`src/rtl/hhcs_pkg.sv`:
```
`default_nettype none
package hhcs_pkg;

  localparam logic [1:0] OP_LOAD = 2'd0;
  localparam logic [1:0] OP_FWD  = 2'd1;
  localparam logic [1:0] OP_BACK = 2'd2;

  localparam logic [3:0] MONTH_JAN = 4'd1;
  localparam logic [3:0] MONTH_FEB = 4'd2;
  localparam logic [3:0] MONTH_DEC = 4'd12;
  localparam logic [4:0] HOUR_LAST = 5'd23;
  localparam logic [4:0] DAY_FIRST = 5'd1;
  localparam logic [4:0] DAYS_FEB_LEAP = 5'd29;
  localparam logic [4:0] DAYS_FEB = 5'd28;
  localparam logic [5:0] LOAD_MIN_HALF = 6'd30;
  localparam logic [4:0] CUR_MIN_HALF = 5'd30;

  // divisibility by 25: y * inv(25) mod 2^16 lands at or below 65535/25
  localparam logic [15:0] INV25 = 16'h5C29;
  localparam logic [15:0] DIV25_MAX = 16'(65535 / 25);

  typedef struct packed {
    logic [15:0] year;
    logic [3:0]  month;
    logic [4:0]  day;
    logic [4:0]  hour;
    logic        half;
  } cal_t;

  typedef struct packed {
    logic [1:0]  op;
    logic [15:0] year;
    logic [3:0]  month;
    logic [4:0]  day;
    logic [4:0]  hour;
    logic [5:0]  minute;
  } item_t;

  function automatic logic [4:0] month_len(input logic [3:0] m);
    logic [4:0] len;
    case (m)
      4'd1, 4'd3, 4'd5, 4'd7, 4'd8, 4'd10, 4'd12: len = 5'd31;
      4'd4, 4'd6, 4'd9, 4'd11:                   len = 5'd30;
      4'd2:                                      len = DAYS_FEB;
      default:                                   len = 5'd0;
    endcase
    return len;
  endfunction

endpackage
`default_nettype wire

```
`src/rtl/hhcs_days.sv`:
```
`default_nettype none
module hhcs_days (
  input  wire logic [15:0] year,
  input  wire logic [3:0]  month,
  output logic [4:0]       dim
);

  logic [15:0] prod;
  logic        div25;
  logic        leap;

  // only the low 16 bits of the product matter for the divisibility test
  assign prod  = year * hhcs_pkg::INV25;
  assign div25 = (prod <= hhcs_pkg::DIV25_MAX);
  // div by 4, and if a century then div by 400 (div16 & div25)
  assign leap  = (year[1:0] == 2'd0) && (!div25 || (year[3:0] == 4'd0));

  always_comb begin
    if (month == hhcs_pkg::MONTH_FEB) begin
      dim = leap ? hhcs_pkg::DAYS_FEB_LEAP : hhcs_pkg::DAYS_FEB;
    end else begin
      dim = hhcs_pkg::month_len(month);
    end
  end

endmodule
`default_nettype wire

```
`src/rtl/hhcs_next.sv`:
```
`default_nettype none
module hhcs_next (
  input  wire hhcs_pkg::cal_t  cur,
  input  wire hhcs_pkg::item_t item,
  output hhcs_pkg::cal_t       nxt,
  output logic                 err
);

  logic [15:0] dim_year;
  logic [3:0]  dim_month;
  logic [4:0]  dim;
  logic [3:0]  back_month;
  logic        load_ok;

  // month that precedes the current one; January wraps to December
  assign back_month = (cur.month > hhcs_pkg::MONTH_JAN) ? cur.month - 4'd1
                                                        : hhcs_pkg::MONTH_DEC;

  always_comb begin
    case (item.op)
      hhcs_pkg::OP_LOAD: begin
        dim_year  = item.year;
        dim_month = item.month;
      end
      hhcs_pkg::OP_BACK: begin
        dim_year  = cur.year;
        dim_month = back_month;
      end
      default: begin
        dim_year  = cur.year;
        dim_month = cur.month;
      end
    endcase
  end

  hhcs_days u_days (
    .year  (dim_year),
    .month (dim_month),
    .dim   (dim)
  );

  assign load_ok = (item.month inside {[hhcs_pkg::MONTH_JAN:hhcs_pkg::MONTH_DEC]})
                && (item.day >= hhcs_pkg::DAY_FIRST) && (item.day <= dim)
                && (item.hour <= hhcs_pkg::HOUR_LAST)
                && ((item.minute == 6'd0) || (item.minute == hhcs_pkg::LOAD_MIN_HALF));

  always_comb begin
    nxt = cur;
    err = 1'b0;
    case (item.op)
      hhcs_pkg::OP_LOAD: begin
        if (load_ok) begin
          nxt.year  = item.year;
          nxt.month = item.month;
          nxt.day   = item.day;
          nxt.hour  = item.hour;
          nxt.half  = (item.minute == hhcs_pkg::LOAD_MIN_HALF);
        end else begin
          err = 1'b1;
        end
      end
      hhcs_pkg::OP_FWD: begin
        nxt.half = ~cur.half;
        if (cur.half) begin
          if (cur.hour < hhcs_pkg::HOUR_LAST) begin
            nxt.hour = cur.hour + 5'd1;
          end else begin
            nxt.hour = 5'd0;
            if (cur.day < dim) begin
              nxt.day = cur.day + 5'd1;
            end else begin
              nxt.day = hhcs_pkg::DAY_FIRST;
              if (cur.month < hhcs_pkg::MONTH_DEC) begin
                nxt.month = cur.month + 4'd1;
              end else begin
                nxt.month = hhcs_pkg::MONTH_JAN;
                nxt.year  = cur.year + 16'd1;
              end
            end
          end
        end
      end
      hhcs_pkg::OP_BACK: begin
        nxt.half = ~cur.half;
        if (!cur.half) begin
          if (cur.hour > 5'd0) begin
            nxt.hour = cur.hour - 5'd1;
          end else begin
            nxt.hour = hhcs_pkg::HOUR_LAST;
            if (cur.day > hhcs_pkg::DAY_FIRST) begin
              nxt.day = cur.day - 5'd1;
            end else begin
              nxt.month = back_month;
              nxt.day   = dim;
              if (cur.month == hhcs_pkg::MONTH_JAN) begin
                nxt.year = cur.year - 16'd1;
              end
            end
          end
        end
      end
      default: begin
        nxt = cur;
      end
    endcase
  end

endmodule
`default_nettype wire

```
`src/rtl/half_hour_calendar_stepper.sv`:
```
// Half-hour calendar stepper.
// Input channel (in_valid / in_stall): op selects load (checked date and
// time), step forward one half hour, step back one half hour, or (any other
// op) no change. Load fields are ignored on steps.
// Result channel (out_valid / out_stall): the date and time after each
// transaction, plus load_error for a rejected load (state left as it was).
// Path: the accepting edge loads the input register; once the item
// advances, the result register (which also holds the calendar state)
// takes the new value and out_valid rises.
// Throughput: one transaction per cycle while out_stall is low; the next-state logic reads the
// state register directly, so back-to-back items chain through it.
// Reset (rst_n low, synchronous): state becomes 1 January year 1, 00:00,
// both valid flags clear.
// Stall: while out_stall holds a pending result, the state does not advance;
// one further transaction waits in the input register, after which
// in_stall rises.
`default_nettype none
module half_hour_calendar_stepper (
  input  wire logic        clk,
  input  wire logic        rst_n,
  input  wire logic        in_valid,
  output logic             in_stall,
  input  wire logic [1:0]  in_op,
  input  wire logic [15:0] in_load_year,
  input  wire logic [3:0]  in_load_month,
  input  wire logic [4:0]  in_load_day,
  input  wire logic [4:0]  in_load_hour,
  input  wire logic [5:0]  in_load_minute,
  output logic             out_valid,
  input  wire logic        out_stall,
  output logic [15:0]      out_cur_year,
  output logic [3:0]       out_cur_month,
  output logic [4:0]       out_cur_day,
  output logic [4:0]       out_cur_hour,
  output logic [4:0]       out_cur_minute,
  output logic             out_load_error
);

  hhcs_pkg::item_t item_r;
  logic            item_vld_r;
  hhcs_pkg::cal_t  cal_r;
  hhcs_pkg::cal_t  cal_nxt;
  logic            err_r;
  logic            err_nxt;
  logic            out_vld_r;
  logic            advance;

  // item moves into the result stage when that stage is empty or drains
  assign advance  = item_vld_r && (!out_vld_r || !out_stall);
  assign in_stall = item_vld_r && out_vld_r && out_stall;

  hhcs_next u_next (
    .cur  (cal_r),
    .item (item_r),
    .nxt  (cal_nxt),
    .err  (err_nxt)
  );

  always_ff @(posedge clk) begin
    if (in_valid && !in_stall) begin
      item_r <= '{op: in_op, year: in_load_year, month: in_load_month,
                  day: in_load_day, hour: in_load_hour, minute: in_load_minute};
    end
    if (advance) begin
      err_r <= err_nxt;
    end
    if (!rst_n) begin
      item_vld_r <= 1'b0;
      out_vld_r  <= 1'b0;
      cal_r      <= '{year: 16'd1, month: hhcs_pkg::MONTH_JAN,
                      day: hhcs_pkg::DAY_FIRST, hour: 5'd0, half: 1'b0};
    end else begin
      if (!in_stall) begin
        item_vld_r <= in_valid;
      end
      if (advance) begin
        cal_r     <= cal_nxt;
        out_vld_r <= 1'b1;
      end else if (!out_stall) begin
        out_vld_r <= 1'b0;
      end
    end
  end

  assign out_valid      = out_vld_r;
  assign out_cur_year   = cal_r.year;
  assign out_cur_month  = cal_r.month;
  assign out_cur_day    = cal_r.day;
  assign out_cur_hour   = cal_r.hour;
  assign out_cur_minute = cal_r.half ? hhcs_pkg::CUR_MIN_HALF : 5'd0;
  assign out_load_error = err_r;

  a_cal_range: assert property (@(posedge clk) disable iff (!rst_n)
    out_vld_r |-> (cal_r.month >= hhcs_pkg::MONTH_JAN) &&
                  (cal_r.month <= hhcs_pkg::MONTH_DEC) &&
                  (cal_r.day >= hhcs_pkg::DAY_FIRST) &&
                  (cal_r.hour <= hhcs_pkg::HOUR_LAST))
    else $error("calendar state out of range");

  a_stall_cause: assert property (@(posedge clk) disable iff (!rst_n)
    in_stall |-> item_vld_r && out_vld_r)
    else $error("input stalled without a pending result");

  a_reject_holds: assert property (@(posedge clk) disable iff (!rst_n)
    (advance && err_nxt) |=> (cal_r == $past(cal_r)) && err_r)
    else $error("rejected load changed the state");

  a_hold_on_stall: assert property (@(posedge clk) disable iff (!rst_n)
    !advance |=> (cal_r == $past(cal_r)))
    else $error("state moved without a transaction");

endmodule
`default_nettype wire

```
`config.mk`:
```
export PLATFORM = sky130hd
export DESIGN_NAME = half_hour_calendar_stepper
export DESIGN_NICKNAME = d
export VERILOG_FILES = /design/src/rtl/hhcs_pkg.sv /design/src/rtl/hhcs_days.sv /design/src/rtl/hhcs_next.sv /design/src/rtl/half_hour_calendar_stepper.sv
export SDC_FILE = /design/constraint.sdc
export NUM_CORES = 1
export LEC_CHECK = 0
export ABC_AREA = 1
export BUFFER_PORTS_ARGS = -buffer_cell sky130_fd_sc_hd__buf_4
export CORE_UTILIZATION = 45
export CTS_BUF_LIST = sky130_fd_sc_hd__clkbuf_4
export DETAILED_ROUTE_END_ITERATION = 8
export PLACE_DENSITY_LB_ADDON = 0.08
export SLEW_MARGIN = 0
export SYNTH_ARGS = -nofsm -noshare
export SYNTH_HDL_FRONTEND = slang
export SYNTH_SLANG_ARGS = --single-unit
```
`constraint.sdc`:
```
create_clock -name clk -period 11.9 [get_ports clk]
set_input_delay 2.38 -clock clk [delete_from_list [all_inputs] [get_ports clk]]
set_output_delay 2.38 -clock clk [all_outputs]
set_load 0.05 [all_outputs]
```
* After elaboration in Yosys (flattened, before gate mapping)
Memory sizes are Yosys's and may differ from the RTL's. Cells that the tools add are included.
Storage, ports and cells: register bits 72, bits in read-only memories 80, input port bits 42, logic and storage cells 103, memories 1
Memories:
- (no name shown) | words 16, bits a word 5, read ports 1, clocked after memory_dff 0, wr ports 0, RTL line hhcs_pkg.sv:41 | case (m)
Cells by class: add/sub/neg operators 8, multiply operators 1, magnitude comparators 12, equal/unequal tests 15, mux-type cells 24, bitwise gates (word level) 1, reductions and logical operators 27
Operator list (number):
- 31-bit case mux with 3 select lines | 1
- 30-bit 2-to-1 mux | 2
- 25-bit 2-to-1 mux | 2
- 16-bit 2-to-1 mux | 3
- 20-bit 2-to-1 mux | 2
- 31-bit 2-to-1 mux | 1
- 5-bit 2-to-1 mux | 6
- 16-bit by 1-bit adder with 16-bit output, second input constant | 1
- 16-bit by 12-bit <= comparator with 1-bit output, second input constant | 1
- 16-bit by 15-bit multiplier with 16-bit output, second input constant | 1
- 16-bit by 1-bit subtractor with 16-bit output, second input constant | 1
- 2-bit != test, second input constant | 7
- 11-bit AND reduction | 1
- 5-bit by 1-bit adder with 5-bit output, second input constant | 2
- 5-bit by 1-bit > comparator with 1-bit output, second input constant | 2
- 1-bit logical AND | 10
- 5-bit by 1-bit subtractor with 5-bit output, second input constant | 2
- 9-bit AND reduction | 1
- 4-bit 2-to-1 mux | 2
- 4-bit case mux with 2 select lines | 1
- 7-bit AND reduction | 1
- 6-bit by 5-bit equality test with 1-bit output, second input constant | 1
- 6-bit logical NOT | 1
- 2-bit by 1-bit != test with 1-bit output, second input constant | 3
- 24 further kinds | 33

* Logic depth before layout (Yosys ltp)
depth after elaboration 15, mapped depth 46

* Cells and area by module
A second synthesis with hierarchy kept.
Second synthesis, totals: cell total of the unflattened synthesis 1168, area total of the unflattened synthesis 7832.5 um2
Modules (own cells, without submodules):
- hhcs_next | times used 1, cells an instance 644, area each 3224.3 um2
- half_hour_calendar_stepper | times used 1, cells an instance 253, area each 2628.8 um2
- hhcs_days | times used 1, cells an instance 271, area each 1979.4 um2

* Least setup slack after synthesis
No wires, ideal clock.
path kind reg2reg, start point register item_r[36] (netlist name), end point register cal_r (netlist bit out_cur_year[4]), arrival 6654 ps, path slack 5132 ps, cell stages (with the launch flop) 40, path buffers 4, period minus slack after synthesis 6768 ps, path through edfxtp_1 -> inv_1 -> ha_1 -> buf_2 -> clkbuf_1 -> clkbuf_1 -> nand2_1 -> o21ai_0 -> inv_1 -> ha_1 -> ha_1 -> inv_1 -> fa_1 -> fa_1 -> inv_1 -> fa_1 -> ha_1 -> ha_1 -> (+4 left out) -> nand3_1 -> nand2_1 -> nand2_2 -> ha_1 -> inv_1 -> a21oi_1 -> nor2_1 -> o21bai_1 -> a2bb2oi_1 -> o21ai_1 -> inv_1 -> nor2_1 -> nand4_1 -> nor2_2 -> nand3_4 -> buf_6 -> nor2_1 -> nor2_2
On the way: longest elaborated chain between the ends 15
RTL lines:
- start, declared | RTL line half_hour_calendar_stepper.sv:39 | hhcs_pkg::item_t item_r;
- start signal, assigned | RTL line half_hour_calendar_stepper.sv:61 | item_r <= '{op: in_op, year: in_load_year, month: in_load_month,
- 2-bit logical NOT | RTL line hhcs_next.sv:20, hhcs_next.sv:50
- 16-bit 2-to-1 mux | RTL line hhcs_next.sv:20 | case (item.op)
- 16-bit by 15-bit multiplier with 16-bit output | RTL line hhcs_days.sv:13 | assign prod = year * hhcs_pkg::INV25;
- 16-bit by 12-bit <= comparator with 1-bit output | RTL line hhcs_days.sv:14 | assign div25 = (prod <= hhcs_pkg::DIV25_MAX);
- 1-bit logical NOT | RTL line hhcs_days.sv:16 | assign leap = (year[1:0] == 2'd0) && (!div25 || (year[3:0] == 4'd0));
- 1-bit logical OR | RTL line hhcs_days.sv:16
- 1-bit logical AND | RTL line hhcs_days.sv:16
- 1-bit 2-to-1 mux | RTL line hhcs_days.sv:20 | dim = leap ? hhcs_pkg::DAYS_FEB_LEAP : hhcs_pkg::DAYS_FEB;
- 5-bit 2-to-1 mux | RTL line hhcs_days.sv:19 | if (month == hhcs_pkg::MONTH_FEB) begin
- 5-bit <= comparator | RTL line hhcs_next.sv:43 | && (item.day >= hhcs_pkg::DAY_FIRST) && (item.day <= dim)
- 1-bit logical AND | RTL line hhcs_next.sv:43
- 1-bit logical AND | RTL line hhcs_next.sv:44 | && (item.hour <= hhcs_pkg::HOUR_LAST)
- 1-bit logical AND | RTL line hhcs_next.sv:45 | && ((item.minute == 6'd0) || (item.minute == hhcs_pkg::LOAD_MIN_HALF));
- 2-bit by 1-bit != test with 1-bit output (no source line)
- 11-bit AND reduction (no source line)
- end signal, assigned | RTL line half_hour_calendar_stepper.sv:70 | cal_r <= '{year: 16'd1, month: hhcs_pkg::MONTH_JAN,
- end signal, assigned | RTL line half_hour_calendar_stepper.sv:77 | cal_r <= cal_nxt;
- end, declared | RTL line half_hour_calendar_stepper.sv:41 | hhcs_pkg::cal_t cal_r;
Several ways; a longest one is shown, not always the timed one. A chain may end at the register's enable or synchronous reset.

* Worst setup path after layout
start point register item_r[37] (netlist name), end point register cal_r (netlist bit out_cur_year[9])
Same word-level chain as after synthesis.

==> summary.txt <==
Detailed routing
  – Routed len/inst: 13.9 um
  – Vias/cell: 5.03
  – Drt first-iter violations: 284
  – Drt pass-1 iters: 4
  – DRC: 0
  – Routed Antenna Nets: 0
  – Routed wire length: 16200 um
  – DR vias: 5833

Setup path
  – R2r setup slk: 3.87 ns
  – CP peak stage delay: 0.71 ns
  – Worst r2r path cells: 37
  – Worst EP arrival: 8.37 ns
  – Crit path required time: 12.24 ns
  – Critical-path top delay cell: ha_1
  – Crit Path Max Fanout: 28
  – Crit path kind: register to register
  – FF-to-FF End: out_cur_year[9]$_SDFFE_PN0P_
  – Crit Reg-Reg Startpoint: item_r[37]$_DFFE_PP_
  – Cell mode on critical path: inv_1
  – Critical Path Start Type: register
  – Critical Path End Type: register

STA
  – Minimum hold slack: 0.501 ns
  – Final Skew: 0.0269 ns
  – Worst slew pin tran: 1.03 ns
  – Crit share post-route: 67.5%
  – Final min period: 8.03 ns
  – Peak Freq: 125 MHz
  – Max_slew headroom: 31.0%
  – Hold Violations, Final: 0
  – Slew Viols, Final: 0
  – Setup violators final: 0
  – Post-route setup slack: 3.87 ns
  – Setup TNS: 0 ns
  – RSZ-0062 raised after global routing: no

Yosys
  – Post-Syn Area per Cell: 7.45 um2
  – Yosys warns: 0
  – Synth Flop Type: edfxtp_1
  – Cells after synthesis: 901
  – Largest family of logic cells by synthesized area: simple AND/OR/NAND/NOR gates
  – Share of synthesized registers carrying an async set or reset: 0%
  – Synth Cell Area: 0.00671 mm2
  – Simple logic cell fraction of the synthesized area: 23.9%
  – Post-Synth XOR/XNOR Area: 2.35%
  – Compound-cell area share of the yosys netlist: 12.0%
  – Mux contribution to synthesized area: 0%
  – Syn Nets: 1059
  – Synth Area in Adders: 23.8%
  – Synth Register Bits: 72
  – EDFF count, synth: 39
  – Post-synthesis sequential area ratio: 27.3%
  – Synth cell types: 46

Power and ir drop
  – Power Density: 108 mW/mm2
  – Int Power: 0.465 mW
  – Clock Power Share: 17.0%
  – Lkg Pwr: 3.92 nW
  – Flop pwr share: 35.6%
  – Switch Pwr: 0.346 mW
  – Comb pwr share: 47.4%
  – Switching Share: 42.7%
  – Max IR drop VDD: 0.0677 mV

Worst hold path
  – Min-Delay Endpoint: out_valid$_SDFFE_PN0P_
  – Hold Startpoint: item_vld_r$_SDFFE_PN0N_
  – HP Class: register to register
  – Hold depth: 2

Placed design
  – Setup slack at placement: 3.81 ns
  – GP Congestion: 0.905
  – DP Wirelength: 12900 um
  – Placed inst area: 0.00741 mm2
  – IO buf count: 78

GRT
  – Global-route wire length before repair: 26600 um
  – Vias in the first global route: 5461
  – Total global routing overflow: 0
  – Antenna violations before repair: 0
  – Overall Global Routing Usage: 22.5%
  – Pin count of the biggest net entering global routing: 33

Run status
  – Status: completed

Floorplanning
  – Die H: 124 um
  – Initial Utilization: 46.2%
  – Core area: 0.0145 mm2
  – Die area: 0.0154 mm2
  – Num ports: 80
  – Floorplan row count: 44
  – Die Width: 124 um

Clock network
  – Clock Tree Root: clkbuf_4
  – CTS buffer count: 9
  – CTS tree: yes
  – Postcts setup bufs: 0
  – Clk Latency, worst-skew pair: 0.43 ns
  – Clk slew on worst S/H paths: 0.14 ns
  – Max Root-Sink Buffers: 2
  – Clock sink count: 72
  – Resize count post-CTS: 0
  – Number of hold buffers added after cts: 0
  – CTS H-Tree Depth: 3

Finish
  – Number of filler cells placed in the layout: 1485
  – Final Core Density: 51.8%
  – Share of layout cells above drive strength 1: 12.5%
  – Layout Nets: 1128
  – Commonest non-fill, non-tap cell in the layout: nand2_1
  – # diodes: 0
  – Most frequent cells in the layout: nand2_1, inv_1, ha_1, nor2_1, buf_4
  – Area Growth Syn to Fin: 12.2%
  – Design Area, Final: 0.00753 mm2

Run
  – MaxCap Viol Count: 0
==> per-stage QoR <==
stage / power (mW) / cells
floorplan: 0.586 / 901
global placement: 0.683 / 1143
detailed placement: 0.685 / 1143
CTS: 0.825 / 1159
global route: 0.895 / 1159
finish: 0.811 / 1159
==> Yosys cell counts, types with 3 or more instances <==
cell type	instances	share of area, %
a211oi_1	4	0.45
o31ai_1	3	0.34
buf_6	3	0.50
xor2_1	11	1.4
buf_2	3	0.22
o22ai_1	7	0.65
o21ai_2	3	0.39
clkbuf_1	11	0.62
nor3_1	8	0.60
inv_1	150	8.4
o21ai_1	3	0.22
nor2_1	84	4.7
a22oi_1	6	0.67
buf_4	5	0.56
clkinv_1	3	0.17
xnor2_1	7	0.91
dfxtp_1	33	9.8
nand2_2	11	1.0
nand3_1	44	3.3
edfxtp_1	39	17
fa_1	19	5.7
nand2_1	203	11
nand4_1	13	1.2
o21ai_0	44	3.3
ha_1	97	18
nor2_2	5	0.47
a21oi_1	51	3.8
o21a_1	3	0.34
o211ai_1	5	0.56
==> cell families (layout without fill, tap and decap cells) <==
group / after synthesis / in the layout
simple gates: 377 / 377
buf+inv: 177 / 251
compound gates: 140 / 140
fa+ha+maj: 116 / 116
flops: 72 / 72
xor+xnor: 18 / 18
other cells: 1 / 1
==> layer usage <==
metal  vias to the layer above  wire, um  global-route usage (%)
li1                       3074         -                       -
met5                         -         0                       0
met3                        15       706                    3.53
met4                         0       231                    5.88
met2                       114      7650                    39.1
met1                      2630      7560                    28.7
==> critical path: cells and delay by family, from the launching register on <==
kind | cells | cell delay [ns]
buf+inv | 7 | 0.68
simple gates | 14 | 2.44
flops | 1 | 0.45
compound gates | 7 | 0.90
fa+ha+maj | 9 | 3.47
==> power groups by stage <==
stage / clock, mW / sequential [mW] / combinational (mW)
after floorplan: 0 / 0.307 / 0.279
after global placement: 0 / 0.295 / 0.388
after detailed placement: 0 / 0.295 / 0.390
after CTS: 0.143 / 0.289 / 0.393
after global routing: 0.154 / 0.291 / 0.450
final: 0.138 / 0.289 / 0.384
==> registers in the layout, indices dropped and copies added (netlist names) <==
register,count
item_r,38
out_valid,1
out_cur_year,16
out_cur_day,5
out_cur_month,4
cal_r,1
out_cur_hour,5
out_load_error,1
item_vld_r,1
==> cell type report <==
cell class | count | area, um2 | share of cell area, %
Clock inverter | 7 | 47.5 | 0.632
Timing Repair Buffer | 80 | 601 | 7.98
Multi-Input combinational cell | 652 | 4170 | 55.4
Tap cell | 184 | 230 | 3.06
Clock buffer | 9 | 67.6 | 0.898
Sequential cell | 72 | 1830 | 24.3
Inverter | 155 | 582 | 7.73
==> how the worst max path moves through the flow <==
| stage | from | to | slack, ns | cells after the start |
|---|---|---|---|---|
| floorplan | item_r[36]$_DFFE_PP_ | out_cur_year[4]$_SDFFE_PN0P_ | 5.13 | 39 |
| global placement | item_r[36]$_DFFE_PP_ | out_cur_year[9]$_SDFFE_PN0P_ | 3.92 | 37 |
| detailed placement | item_r[37]$_DFFE_PP_ | out_cur_year[4]$_SDFFE_PN0P_ | 3.81 | 37 |
| CTS | item_r[37]$_DFFE_PP_ | out_cur_year[1]$_SDFFE_PN0P_ | 3.78 | 38 |
| global route | item_r[37]$_DFFE_PP_ | out_cur_year[13]$_SDFFE_PN0P_ | 3.06 | 38 |
| finish | item_r[37]$_DFFE_PP_ | out_cur_year[9]$_SDFFE_PN0P_ | 3.87 | 37 |
Note: power is estimated with default switching activity, not from simulation.
